===== src/hdl/ssnf_pkg.sv =====
// ----------------------------------------------------------------------------
// ssnf_pkg
// Shared types, constants and the glyph lookup for the seven-segment number
// formatter.
// ----------------------------------------------------------------------------
package ssnf_pkg;

   // magnitude width fed to the conversion chain and number of bcd digits
   localparam int BIN_W   = 30;
   localparam int DIGITS  = 9;
   localparam int BCD_W   = 4 * DIGITS;
   localparam int HEX_W   = 20;
   localparam int GLYPHS  = 5;

   // decimal mode range limits, units of 0.00001
   localparam logic signed [31:0] DEC_POS_MAX = 32'sd999990000;
   localparam logic signed [31:0] DEC_NEG_MIN = -32'sd99990000;
   localparam logic signed [31:0] POS_UDF_LIM = 32'sd10;
   localparam logic signed [31:0] NEG_UDF_LIM = -32'sd100;
   localparam logic [31:0]        ROUND_ADD   = 32'd5;

   // special display codes
   localparam logic [2:0] SPC_NONE    = 3'd0;
   localparam logic [2:0] SPC_POS_OVF = 3'd1;
   localparam logic [2:0] SPC_NEG_OVF = 3'd2;
   localparam logic [2:0] SPC_POS_UDF = 3'd3;
   localparam logic [2:0] SPC_NEG_UDF = 3'd4;

   // command codes
   localparam logic CMD_DEC = 1'b0;
   localparam logic CMD_HEX = 1'b1;

   // fixed glyphs
   localparam logic [7:0] GLYPH_MINUS = 8'h01;
   localparam logic [7:0] GLYPH_POINT = 8'h80;
   localparam logic [7:0] GLYPH_F     = 8'h47;
   localparam logic [7:0] GLYPH_ZERO  = 8'h7E;

   // data carried by every pipeline stage
   typedef struct packed {
      logic             cmd;
      logic             neg;
      logic [2:0]       special;
      logic [HEX_W-1:0] hex;
      logic [BIN_W-1:0] bin;
      logic [BCD_W-1:0] bcd;
   } stage_type;

   // segment pattern of one hex nibble, a = bit 6 .. g = bit 0
   function automatic logic [7:0] seg_glyph(input logic [3:0] nib);
      logic [7:0] g;
      unique case (nib)
         4'h0: g = 8'h7E;
         4'h1: g = 8'h30;
         4'h2: g = 8'h6D;
         4'h3: g = 8'h79;
         4'h4: g = 8'h33;
         4'h5: g = 8'h5B;
         4'h6: g = 8'h5F;
         4'h7: g = 8'h70;
         4'h8: g = 8'h7F;
         4'h9: g = 8'h7B;
         4'hA: g = 8'h77;
         4'hB: g = 8'h1F;
         4'hC: g = 8'h4E;
         4'hD: g = 8'h3D;
         4'hE: g = 8'h4F;
         4'hF: g = 8'h47;
         default: g = 8'h00;
      endcase
      return g;
   endfunction

endpackage


===== src/hdl/ssnf_front.sv =====
// ----------------------------------------------------------------------------
// ssnf_front
// Input stage: classifies the value, takes the rounded magnitude and registers
// the first stage word.
// ----------------------------------------------------------------------------
module ssnf_front (
   input  logic                  clock,
   input  logic                  reset,
   input  logic                  up_valid,
   output logic                  up_ready,
   input  logic                  up_command,
   input  logic signed [31:0]    up_value,
   output logic                  dn_valid,
   input  logic                  dn_ready,
   output ssnf_pkg::stage_type   dn_data
);

   logic                valid_ff;
   ssnf_pkg::stage_type data_ff;
   ssnf_pkg::stage_type data_in;
   logic [31:0]         mag;
   logic [31:0]         rnd;

   assign up_ready = !valid_ff || dn_ready;
   assign dn_valid = valid_ff;
   assign dn_data  = data_ff;

   // magnitude plus half a display unit, and range classification
   always_comb begin
      mag = up_value[31] ? 32'(-up_value) : 32'(up_value);
      rnd = mag + ssnf_pkg::ROUND_ADD;

      data_in.cmd = up_command;
      data_in.neg = up_value[31];
      data_in.hex = up_value[ssnf_pkg::HEX_W-1:0];
      data_in.bin = rnd[ssnf_pkg::BIN_W-1:0];
      data_in.bcd = '0;

      priority if (up_value > ssnf_pkg::DEC_POS_MAX) begin
         data_in.special = ssnf_pkg::SPC_POS_OVF;
      end else if (up_value < ssnf_pkg::DEC_NEG_MIN) begin
         data_in.special = ssnf_pkg::SPC_NEG_OVF;
      end else if (up_value > 32'sd0 && up_value < ssnf_pkg::POS_UDF_LIM) begin
         data_in.special = ssnf_pkg::SPC_POS_UDF;
      end else if (up_value < 32'sd0 && up_value > ssnf_pkg::NEG_UDF_LIM) begin
         data_in.special = ssnf_pkg::SPC_NEG_UDF;
      end else begin
         data_in.special = ssnf_pkg::SPC_NONE;
      end
   end

   // stage valid
   always_ff @(posedge clock) begin
      if (reset) begin
         valid_ff <= 1'b0;
      end else if (up_ready) begin
         valid_ff <= up_valid;
      end
   end

   // stage payload
   always_ff @(posedge clock) begin
      if (up_ready && up_valid) begin
         data_ff <= data_in;
      end
   end

endmodule


===== src/hdl/ssnf_cell.sv =====
// ----------------------------------------------------------------------------
// ssnf_cell
// One conversion cell: a single shift-and-add-3 step of binary to bcd
// conversion, registered, with its own valid and ready.
// ----------------------------------------------------------------------------
module ssnf_cell (
   input  logic                  clock,
   input  logic                  reset,
   input  logic                  up_valid,
   output logic                  up_ready,
   input  ssnf_pkg::stage_type   up_data,
   output logic                  dn_valid,
   input  logic                  dn_ready,
   output ssnf_pkg::stage_type   dn_data
);

   logic                          valid_ff;
   ssnf_pkg::stage_type           data_ff;
   ssnf_pkg::stage_type           data_in;
   logic [ssnf_pkg::BCD_W-1:0]    adj;

   assign up_ready = !valid_ff || dn_ready;
   assign dn_valid = valid_ff;
   assign dn_data  = data_ff;

   // add 3 to every digit of 5 or more, then shift in the next binary bit
   always_comb begin
      adj = up_data.bcd;
      for (int i = 0; i < ssnf_pkg::DIGITS; i++) begin
         if (adj[4*i +: 4] >= 4'd5) begin
            adj[4*i +: 4] = adj[4*i +: 4] + 4'd3;
         end
      end
      data_in     = up_data;
      data_in.bcd = {adj[ssnf_pkg::BCD_W-2:0], up_data.bin[ssnf_pkg::BIN_W-1]};
      data_in.bin = {up_data.bin[ssnf_pkg::BIN_W-2:0], 1'b0};
   end

   // stage valid
   always_ff @(posedge clock) begin
      if (reset) begin
         valid_ff <= 1'b0;
      end else if (up_ready) begin
         valid_ff <= up_valid;
      end
   end

   // stage payload
   always_ff @(posedge clock) begin
      if (up_ready && up_valid) begin
         data_ff <= data_in;
      end
   end

endmodule


===== src/hdl/ssnf_back.sv =====
// ----------------------------------------------------------------------------
// ssnf_back
// Output stage: lays the bcd digits, sign and point out as five glyphs, or
// picks the hex or fixed patterns, into the result register.
// ----------------------------------------------------------------------------
module ssnf_back (
   input  logic                  clock,
   input  logic                  reset,
   input  logic                  up_valid,
   output logic                  up_ready,
   input  ssnf_pkg::stage_type   up_data,
   output logic                  rsp_valid,
   input  logic                  rsp_ready,
   output logic [7:0]            rsp_digit0,
   output logic [7:0]            rsp_digit1,
   output logic [7:0]            rsp_digit2,
   output logic [7:0]            rsp_digit3,
   output logic [7:0]            rsp_digit4
);

   logic       valid_ff;
   logic [7:0] glyph_ff [ssnf_pkg::GLYPHS];
   logic [7:0] glyph_in [ssnf_pkg::GLYPHS];
   logic [7:0] seq      [9];
   logic [3:0] dig      [ssnf_pkg::DIGITS];
   logic [1:0] lead;
   logic [3:0] idx;

   assign up_ready   = !valid_ff || rsp_ready;
   assign rsp_valid  = valid_ff;
   assign rsp_digit0 = glyph_ff[0];
   assign rsp_digit1 = glyph_ff[1];
   assign rsp_digit2 = glyph_ff[2];
   assign rsp_digit3 = glyph_ff[3];
   assign rsp_digit4 = glyph_ff[4];

   always_comb begin
      for (int k = 0; k < ssnf_pkg::DIGITS; k++) begin
         dig[k] = up_data.bcd[4*k +: 4];
      end

      // leading zeros of the integer part, the units digit always shows
      priority if (dig[8] != 4'd0) begin
         lead = 2'd0;
      end else if (dig[7] != 4'd0) begin
         lead = 2'd1;
      end else if (dig[6] != 4'd0) begin
         lead = 2'd2;
      end else begin
         lead = 2'd3;
      end

      // full text: minus, integer digits with point on the last, 4 fraction digits
      seq[0] = ssnf_pkg::GLYPH_MINUS;
      seq[1] = ssnf_pkg::seg_glyph(dig[8]);
      seq[2] = ssnf_pkg::seg_glyph(dig[7]);
      seq[3] = ssnf_pkg::seg_glyph(dig[6]);
      seq[4] = ssnf_pkg::seg_glyph(dig[5]) | ssnf_pkg::GLYPH_POINT;
      seq[5] = ssnf_pkg::seg_glyph(dig[4]);
      seq[6] = ssnf_pkg::seg_glyph(dig[3]);
      seq[7] = ssnf_pkg::seg_glyph(dig[2]);
      seq[8] = ssnf_pkg::seg_glyph(dig[1]);

      idx = 4'd0;
      for (int p = 0; p < ssnf_pkg::GLYPHS; p++) begin
         glyph_in[p] = '0;
      end

      if (up_data.cmd == ssnf_pkg::CMD_HEX) begin
         // hex glyphs, most significant nibble first
         for (int p = 0; p < ssnf_pkg::GLYPHS; p++) begin
            glyph_in[p] = ssnf_pkg::seg_glyph(up_data.hex[4*(ssnf_pkg::GLYPHS-1-p) +: 4]);
         end
      end else begin
         unique case (up_data.special)
            ssnf_pkg::SPC_POS_OVF: begin
               for (int p = 0; p < ssnf_pkg::GLYPHS; p++) begin
                  glyph_in[p] = ssnf_pkg::GLYPH_F;
               end
               glyph_in[4] = ssnf_pkg::GLYPH_F | ssnf_pkg::GLYPH_POINT;
            end
            ssnf_pkg::SPC_NEG_OVF: begin
               for (int p = 1; p < ssnf_pkg::GLYPHS; p++) begin
                  glyph_in[p] = ssnf_pkg::GLYPH_F;
               end
               glyph_in[0] = ssnf_pkg::GLYPH_MINUS;
               glyph_in[4] = ssnf_pkg::GLYPH_F | ssnf_pkg::GLYPH_POINT;
            end
            ssnf_pkg::SPC_POS_UDF: begin
               for (int p = 1; p < ssnf_pkg::GLYPHS; p++) begin
                  glyph_in[p] = ssnf_pkg::GLYPH_ZERO;
               end
               glyph_in[0] = ssnf_pkg::GLYPH_ZERO | ssnf_pkg::GLYPH_POINT;
            end
            ssnf_pkg::SPC_NEG_UDF: begin
               for (int p = 2; p < ssnf_pkg::GLYPHS; p++) begin
                  glyph_in[p] = ssnf_pkg::GLYPH_ZERO;
               end
               glyph_in[0] = ssnf_pkg::GLYPH_MINUS;
               glyph_in[1] = ssnf_pkg::GLYPH_ZERO | ssnf_pkg::GLYPH_POINT;
            end
            default: begin
               // window of five glyphs starting at the first shown character
               for (int p = 0; p < ssnf_pkg::GLYPHS; p++) begin
                  idx = 4'd1 + 4'(lead) + 4'(p) - 4'(up_data.neg);
                  glyph_in[p] = seq[idx];
               end
               if (up_data.neg) begin
                  glyph_in[0] = ssnf_pkg::GLYPH_MINUS;
               end
            end
         endcase
      end
   end

   // result valid
   always_ff @(posedge clock) begin
      if (reset) begin
         valid_ff <= 1'b0;
      end else if (up_ready) begin
         valid_ff <= up_valid;
      end
   end

   // result glyphs
   always_ff @(posedge clock) begin
      if (up_ready && up_valid) begin
         glyph_ff <= glyph_in;
      end
   end

endmodule


===== src/hdl/seven_segment_number_formatter.sv =====
// ----------------------------------------------------------------------------
// seven_segment_number_formatter
// Formats one signed fixed-point or hex number as five seven-segment glyphs.
// ----------------------------------------------------------------------------
// The block takes one number per clock while the result side does not stall
// and returns its five glyphs through one input register, a row of 30
// conversion cells that each turn one bit of the rounded magnitude into bcd,
// and one output register that lays out the glyphs. Every stage has its own
// valid bit and passes items on as soon as the next stage is free, so a
// stalled result only blocks the input once the whole row is full.
module seven_segment_number_formatter (
   input  logic               clock,
   input  logic               reset,
   input  logic               req_valid,
   output logic               req_ready,
   input  logic               req_command,
   input  logic signed [31:0] req_value,
   output logic               rsp_valid,
   input  logic               rsp_ready,
   output logic [7:0]         rsp_digit0,
   output logic [7:0]         rsp_digit1,
   output logic [7:0]         rsp_digit2,
   output logic [7:0]         rsp_digit3,
   output logic [7:0]         rsp_digit4
);

   localparam int CELLS = ssnf_pkg::BIN_W;

   logic                chain_valid [CELLS+1];
   logic                chain_ready [CELLS+1];
   ssnf_pkg::stage_type chain_data  [CELLS+1];

   // input stage
   ssnf_front u_front (
      .clock      (clock),
      .reset      (reset),
      .up_valid   (req_valid),
      .up_ready   (req_ready),
      .up_command (req_command),
      .up_value   (req_value),
      .dn_valid   (chain_valid[0]),
      .dn_ready   (chain_ready[0]),
      .dn_data    (chain_data[0])
   );

   // conversion chain, one cell per magnitude bit
   for (genvar i = 0; i < CELLS; i++) begin : g_cell
      ssnf_cell u_cell (
         .clock    (clock),
         .reset    (reset),
         .up_valid (chain_valid[i]),
         .up_ready (chain_ready[i]),
         .up_data  (chain_data[i]),
         .dn_valid (chain_valid[i+1]),
         .dn_ready (chain_ready[i+1]),
         .dn_data  (chain_data[i+1])
      );
   end

   // glyph layout and result register
   ssnf_back u_back (
      .clock      (clock),
      .reset      (reset),
      .up_valid   (chain_valid[CELLS]),
      .up_ready   (chain_ready[CELLS]),
      .up_data    (chain_data[CELLS]),
      .rsp_valid  (rsp_valid),
      .rsp_ready  (rsp_ready),
      .rsp_digit0 (rsp_digit0),
      .rsp_digit1 (rsp_digit1),
      .rsp_digit2 (rsp_digit2),
      .rsp_digit3 (rsp_digit3),
      .rsp_digit4 (rsp_digit4)
   );

   // input only stalls when the whole row is full behind a blocked result
   a_stall_cause: assert property (@(posedge clock) disable iff (reset)
      !req_ready |-> (rsp_valid && !rsp_ready))
      else $error("input stalled while the result side can move");

   // at most one decimal point among the glyphs
   a_one_point: assert property (@(posedge clock) disable iff (reset)
      rsp_valid |-> $onehot0({rsp_digit0[7], rsp_digit1[7], rsp_digit2[7],
                              rsp_digit3[7], rsp_digit4[7]}))
      else $error("more than one decimal point shown");

   // nothing is offered right after reset
   a_reset_empty: assert property (@(posedge clock)
      $past(reset) |-> !rsp_valid)
      else $error("result valid right after reset");

endmodule

===== config.mk =====
export PLATFORM = sky130hd
export DESIGN_NAME = seven_segment_number_formatter
export DESIGN_NICKNAME = d
export VERILOG_FILES = /design/src/hdl/ssnf_pkg.sv /design/src/hdl/ssnf_front.sv /design/src/hdl/ssnf_cell.sv /design/src/hdl/ssnf_back.sv /design/src/hdl/seven_segment_number_formatter.sv
export SDC_FILE = /design/constraint.sdc
export NUM_CORES = 2
export LEC_CHECK = 0
export BUFFER_PORTS_ARGS = -buffer_cell sky130_fd_sc_hd__clkbuf_2
export CAP_MARGIN = 20
export CORE_AREA = 2 2 404 406
export CTS_BUF_LIST = sky130_fd_sc_hd__clkbuf_8
export DETAILED_ROUTE_END_ITERATION = 10
export DIE_AREA = 0 0 406 408
export PLACE_DENSITY = 0.71
export SYNTH_ARGS = -nofsm -noshare
export SYNTH_HDL_FRONTEND = slang
export SYNTH_SLANG_ARGS = --single-unit

===== constraint.sdc =====
create_clock -name clock -period 7.4 [get_ports clock]
set_input_delay 1.11 -clock clock [delete_from_list [all_inputs] [get_ports clock]]
set_output_delay 1.11 -clock clock [all_outputs]
set_load 0.005 [all_outputs]

==> impl_metrics.ini <==
[logic_synthesis]
syn_area_um2 = 80200
yosysSeqAreaShare_pct = 72.0
avgSynthCellArea_um2 = 14.6
synth_edf_count = 1840
async_reset_ff_share_pct = 0
yosys.area.top_type_share_pct = 68.9
yosysWarnings = 0
synth-seq-cells = 1963
ys.flop_type = edfxtp_1
synth_area_leaders = edfxtp_1 (69%), ha_1 (5.9%), nand2_1 (3.2%)
synth_cell_types = 69
synth_nets = 5904
synthCells = 5487
synth_top_area_cell = edfxtp_1

[timing]
holdWs_ns = 0.328
timing.fmax_mhz = 177
fin_tns_setup_ns = 0
drv_slew = 0
fin_skew_ns = 0.0708
rsz0062_at_grt = no
tightest_slew_ns = 1.01
hold_viol = 0
setup_violations = 0
fin_crit_sh_pct = 76.4
slew_headroom_pct = 30.6
period_minus_slack_ns = 5.66

[power]
ir_drop_v = 0.000197
leakage_uw = 0.0325
p_per_area_nw_per_um2 = 230

[floorplan]
dieWidth_um = 406
core_um2 = 162000
initial_core_util_pct = 49.6
num_rows = 148
dieArea_um2 = 166000
die_y_um = 408
ioPinCount = 79

[worst_hold_path]
hp-class = in2reg
whs_path_depth = 1

[global_route]
grt_usage_pct = 15.9
antenna_found_initial = 2
grt_max_degree = 64
grt_pass1_wl_um = 212000
grt_overflow = 0
grt_pass1_vias = 43000

[setup_path]
path_class = reg2out
crit_path_start = g_cell[27].u_cell.dn_valid$_SDFFE_PP0P_
rrSetupSlack_ns = 2.68
timing.rr.start = g_cell[29].u_cell.dn_data[28]$_DFFE_PP_
regToRegEndpoint = u_back.rsp_digit0[0]$_DFFE_PP_
required_ns = 6.29
critPathCaptureType = output pin
path_max_fanout = 17
crit_end = req_ready
r2r_cells = 13
critPathLaunchType = flop
worstPathArrival_ns = 4.55

[drt]
first_pass_iters = 7
vias_per_cell = 5.10
vias = 41900
first_iter_violations = 2344
post_drt_wl_per_cell_um = 15.9
drc_errors = 0
routed_wl_um = 131000
ant_nets = 0

[clocking]
cts_root_buffer = clkbuf_8
ctsHtreeMaxLevel = 5
clock_path_buffers = 4
postCtsSetupBuffers = 0
cts_sinks = 1963
ctsResizeCount = 0
cts_hold_buf = 0
clkTransAtPathRegs_ns = 0.06
cts_tree = done
clkLatencyLatePin_ns = 0.99
cts_buffers = 319

[finish]
design_area_um2 = 89000
drive_gt1_share_pct = 10.4
final_nets = 6248
syn_to_final_growth_pct = 11.1
fillers = 12600

[placement]
dp_hpwl_um = 87600
placed_cell_area_um2 = 83500
io_buffer_count = 78
gp_congestion = 0.900

[run]
max-cap-violations = 0

[run_status]
outcome = finished clean
==> routing by layer <==
metal  GRT usage [%]  share of wire [%]  wire length [um]  up-vias
met5               0                  0                 0        -
met4            7.51                3.7              4890        0
met3            3.07                3.8              4910      337
met2            30.3                 55             71600      793
met1            16.5                 38             49300    20200
li1                -                  -                 -    20600
==> state kept, by name (all words and copies together) (netlist names), named ones only <==
signal / flops
g_cell.u_cell.dn_data: 1746
u_back.seq: 56
u_front.dn_data: 54
g_cell.u_cell.dn_valid: 30
u_back.rsp_digit0: 8
u_back.rsp_digit1: 8
u_back.rsp_digit2: 8
u_back.rsp_digit3: 8
u_back.rsp_digit4: 8
u_back.rsp_valid: 1
u_front.dn_valid: 1
==> power breakdown <==
part	leakage [uW]	switching [uW]	internal [uW]	total, uW
Clock	0.00322	3940	4250	8190
Combinational	0.0117	117	48.1	165
Sequential	0.0177	24.1	12100	12100
==> cells in the final DEF, fill, tap and decap left out, types with 8 or more instances in the layout <==
| cell type | count |
|---|---|
| mux4_2 | 26 |
| o22a_1 | 15 |
| a32oi_1 | 9 |
| and2_1 | 12 |
| o31ai_1 | 10 |
| clkinv_1 | 59 |
| clkbuf_8 | 335 |
| a21oi_1 | 241 |
| xnor2_1 | 174 |
| dfxtp_1 | 123 |
| mux2i_1 | 192 |
| clkbuf_2 | 78 |
| a21boi_4 | 8 |
| nor2b_4 | 8 |
| clkinv_2 | 23 |
| a211oi_1 | 21 |
| mux2_2 | 60 |
| nor3_1 | 43 |
| a22o_1 | 10 |
| nand4_1 | 11 |
| xor2_1 | 24 |
| buf_4 | 45 |
| nand2b_1 | 254 |
| nand2_1 | 677 |
| a221oi_1 | 9 |
| and3_1 | 13 |
| edfxtp_1 | 1840 |
| a22oi_1 | 27 |
| a31oi_1 | 23 |
| nor2b_1 | 14 |
| o21ai_0 | 364 |
| nor2_1 | 260 |
| inv_1 | 456 |
| or4_1 | 9 |
| nor3b_1 | 8 |
| or3_1 | 10 |
| nor4_1 | 13 |
| nand3_1 | 43 |
| ha_1 | 377 |
==> cell usage after synthesis, types with 43 or more instances <==
| cell type | count |
|---|---|
| clkbuf_1 | 86 |
| ha_1 | 378 |
| mux2_2 | 60 |
| dfxtp_1 | 123 |
| inv_1 | 350 |
| nand2_1 | 678 |
| nor2_1 | 262 |
| nor3_1 | 44 |
| edfxtp_1 | 1840 |
| nand3_1 | 43 |
| o21ai_0 | 364 |
| xnor2_1 | 175 |
| nand2b_1 | 254 |
| a21oi_1 | 244 |
| mux2i_1 | 192 |
==> worst max-delay path, stage by stage (launching register included) <==
cell and delay [ns]:
dfxtp_1 0.43, nand4_1 0.13, nor3b_1 0.82, and3_1 0.39
nand4_1 0.35, nor3_2 0.23, buf_4 0.33, and3_1 0.48
nand4_1 0.25, clkbuf_2 0.20
==> cell type report <==
type | count | area, um^2 | share of cell area (%)
diodes | 4 | 10.0 | 0.0112
clock buffers | 335 | 4610 | 5.18
clock inverters | 200 | 892 | 1.00
inverters | 350 | 1310 | 1.48
multi-input cells | 3073 | 21000 | 23.6
flip-flops and latches | 1963 | 57700 | 64.8
well taps | 2175 | 2720 | 3.06
repair buffers | 124 | 733 | 0.824
==> through the flow <==
step / total power, uW / cells / utilization [%] / worst slack [ns]
5_1_grt: 21200 / 8223 / 55.1 / 1.26
3_3_place_gp: 12500 / 7683 / 51.7 / 2.02
2_1_floorplan: 12400 / 5487 / - / 0.826
4_1_cts: 20800 / 8218 / 55.1 / 1.55
3_5_place_dp: 12500 / 7683 / 51.7 / 1.96
6_report: 20500 / 8224 / 55.1 / 1.74
==> how the worst min path moves through the flow <==
| stage | from | endpoint | slack (ns) |
|---|---|---|---|
| 6_report | req_command | u_front.dn_data[90]$_DFFE_PP_ | 0.33 |
| 3_3_place_gp | g_cell[7].u_cell.dn_data[76]$_DFFE_PP_ | g_cell[8].u_cell.dn_data[76]$_DFFE_PP_ | 0.40 |
| 3_5_place_dp | u_front.dn_data[46]$_DFFE_PP_ | g_cell[0].u_cell.dn_data[47]$_DFFE_PP_ | 0.40 |
| 4_1_cts | req_command | u_front.dn_data[90]$_DFFE_PP_ | 0.21 |
| 5_1_grt | req_command | u_front.dn_data[90]$_DFFE_PP_ | 0.26 |
| 2_1_floorplan | u_front.dn_data[65]$_DFFE_PP_ | g_cell[0].u_cell.dn_data[0]$_DFFE_PP_ | 0.40 |
==> cell families (layout without fill, tap and decap cells) <==
group / after synthesis / after routing / share of synthesized area [%]
DFF: 1963 / 1963 / 72.0
AOI/OAI and AO/OA: 810 / 810 / 5.77
and+or+nand+nor: 1405 / 1405 / 7.98
buffers and inverters: 451 / 1009 / 2.14
adders and majority gates: 381 / 381 / 5.96
other: 0 / 4 / 0
muxes: 278 / 278 / 3.97
xor gates and xnor gates: 199 / 199 / 2.17
Power figures use the tool's default switching activity.
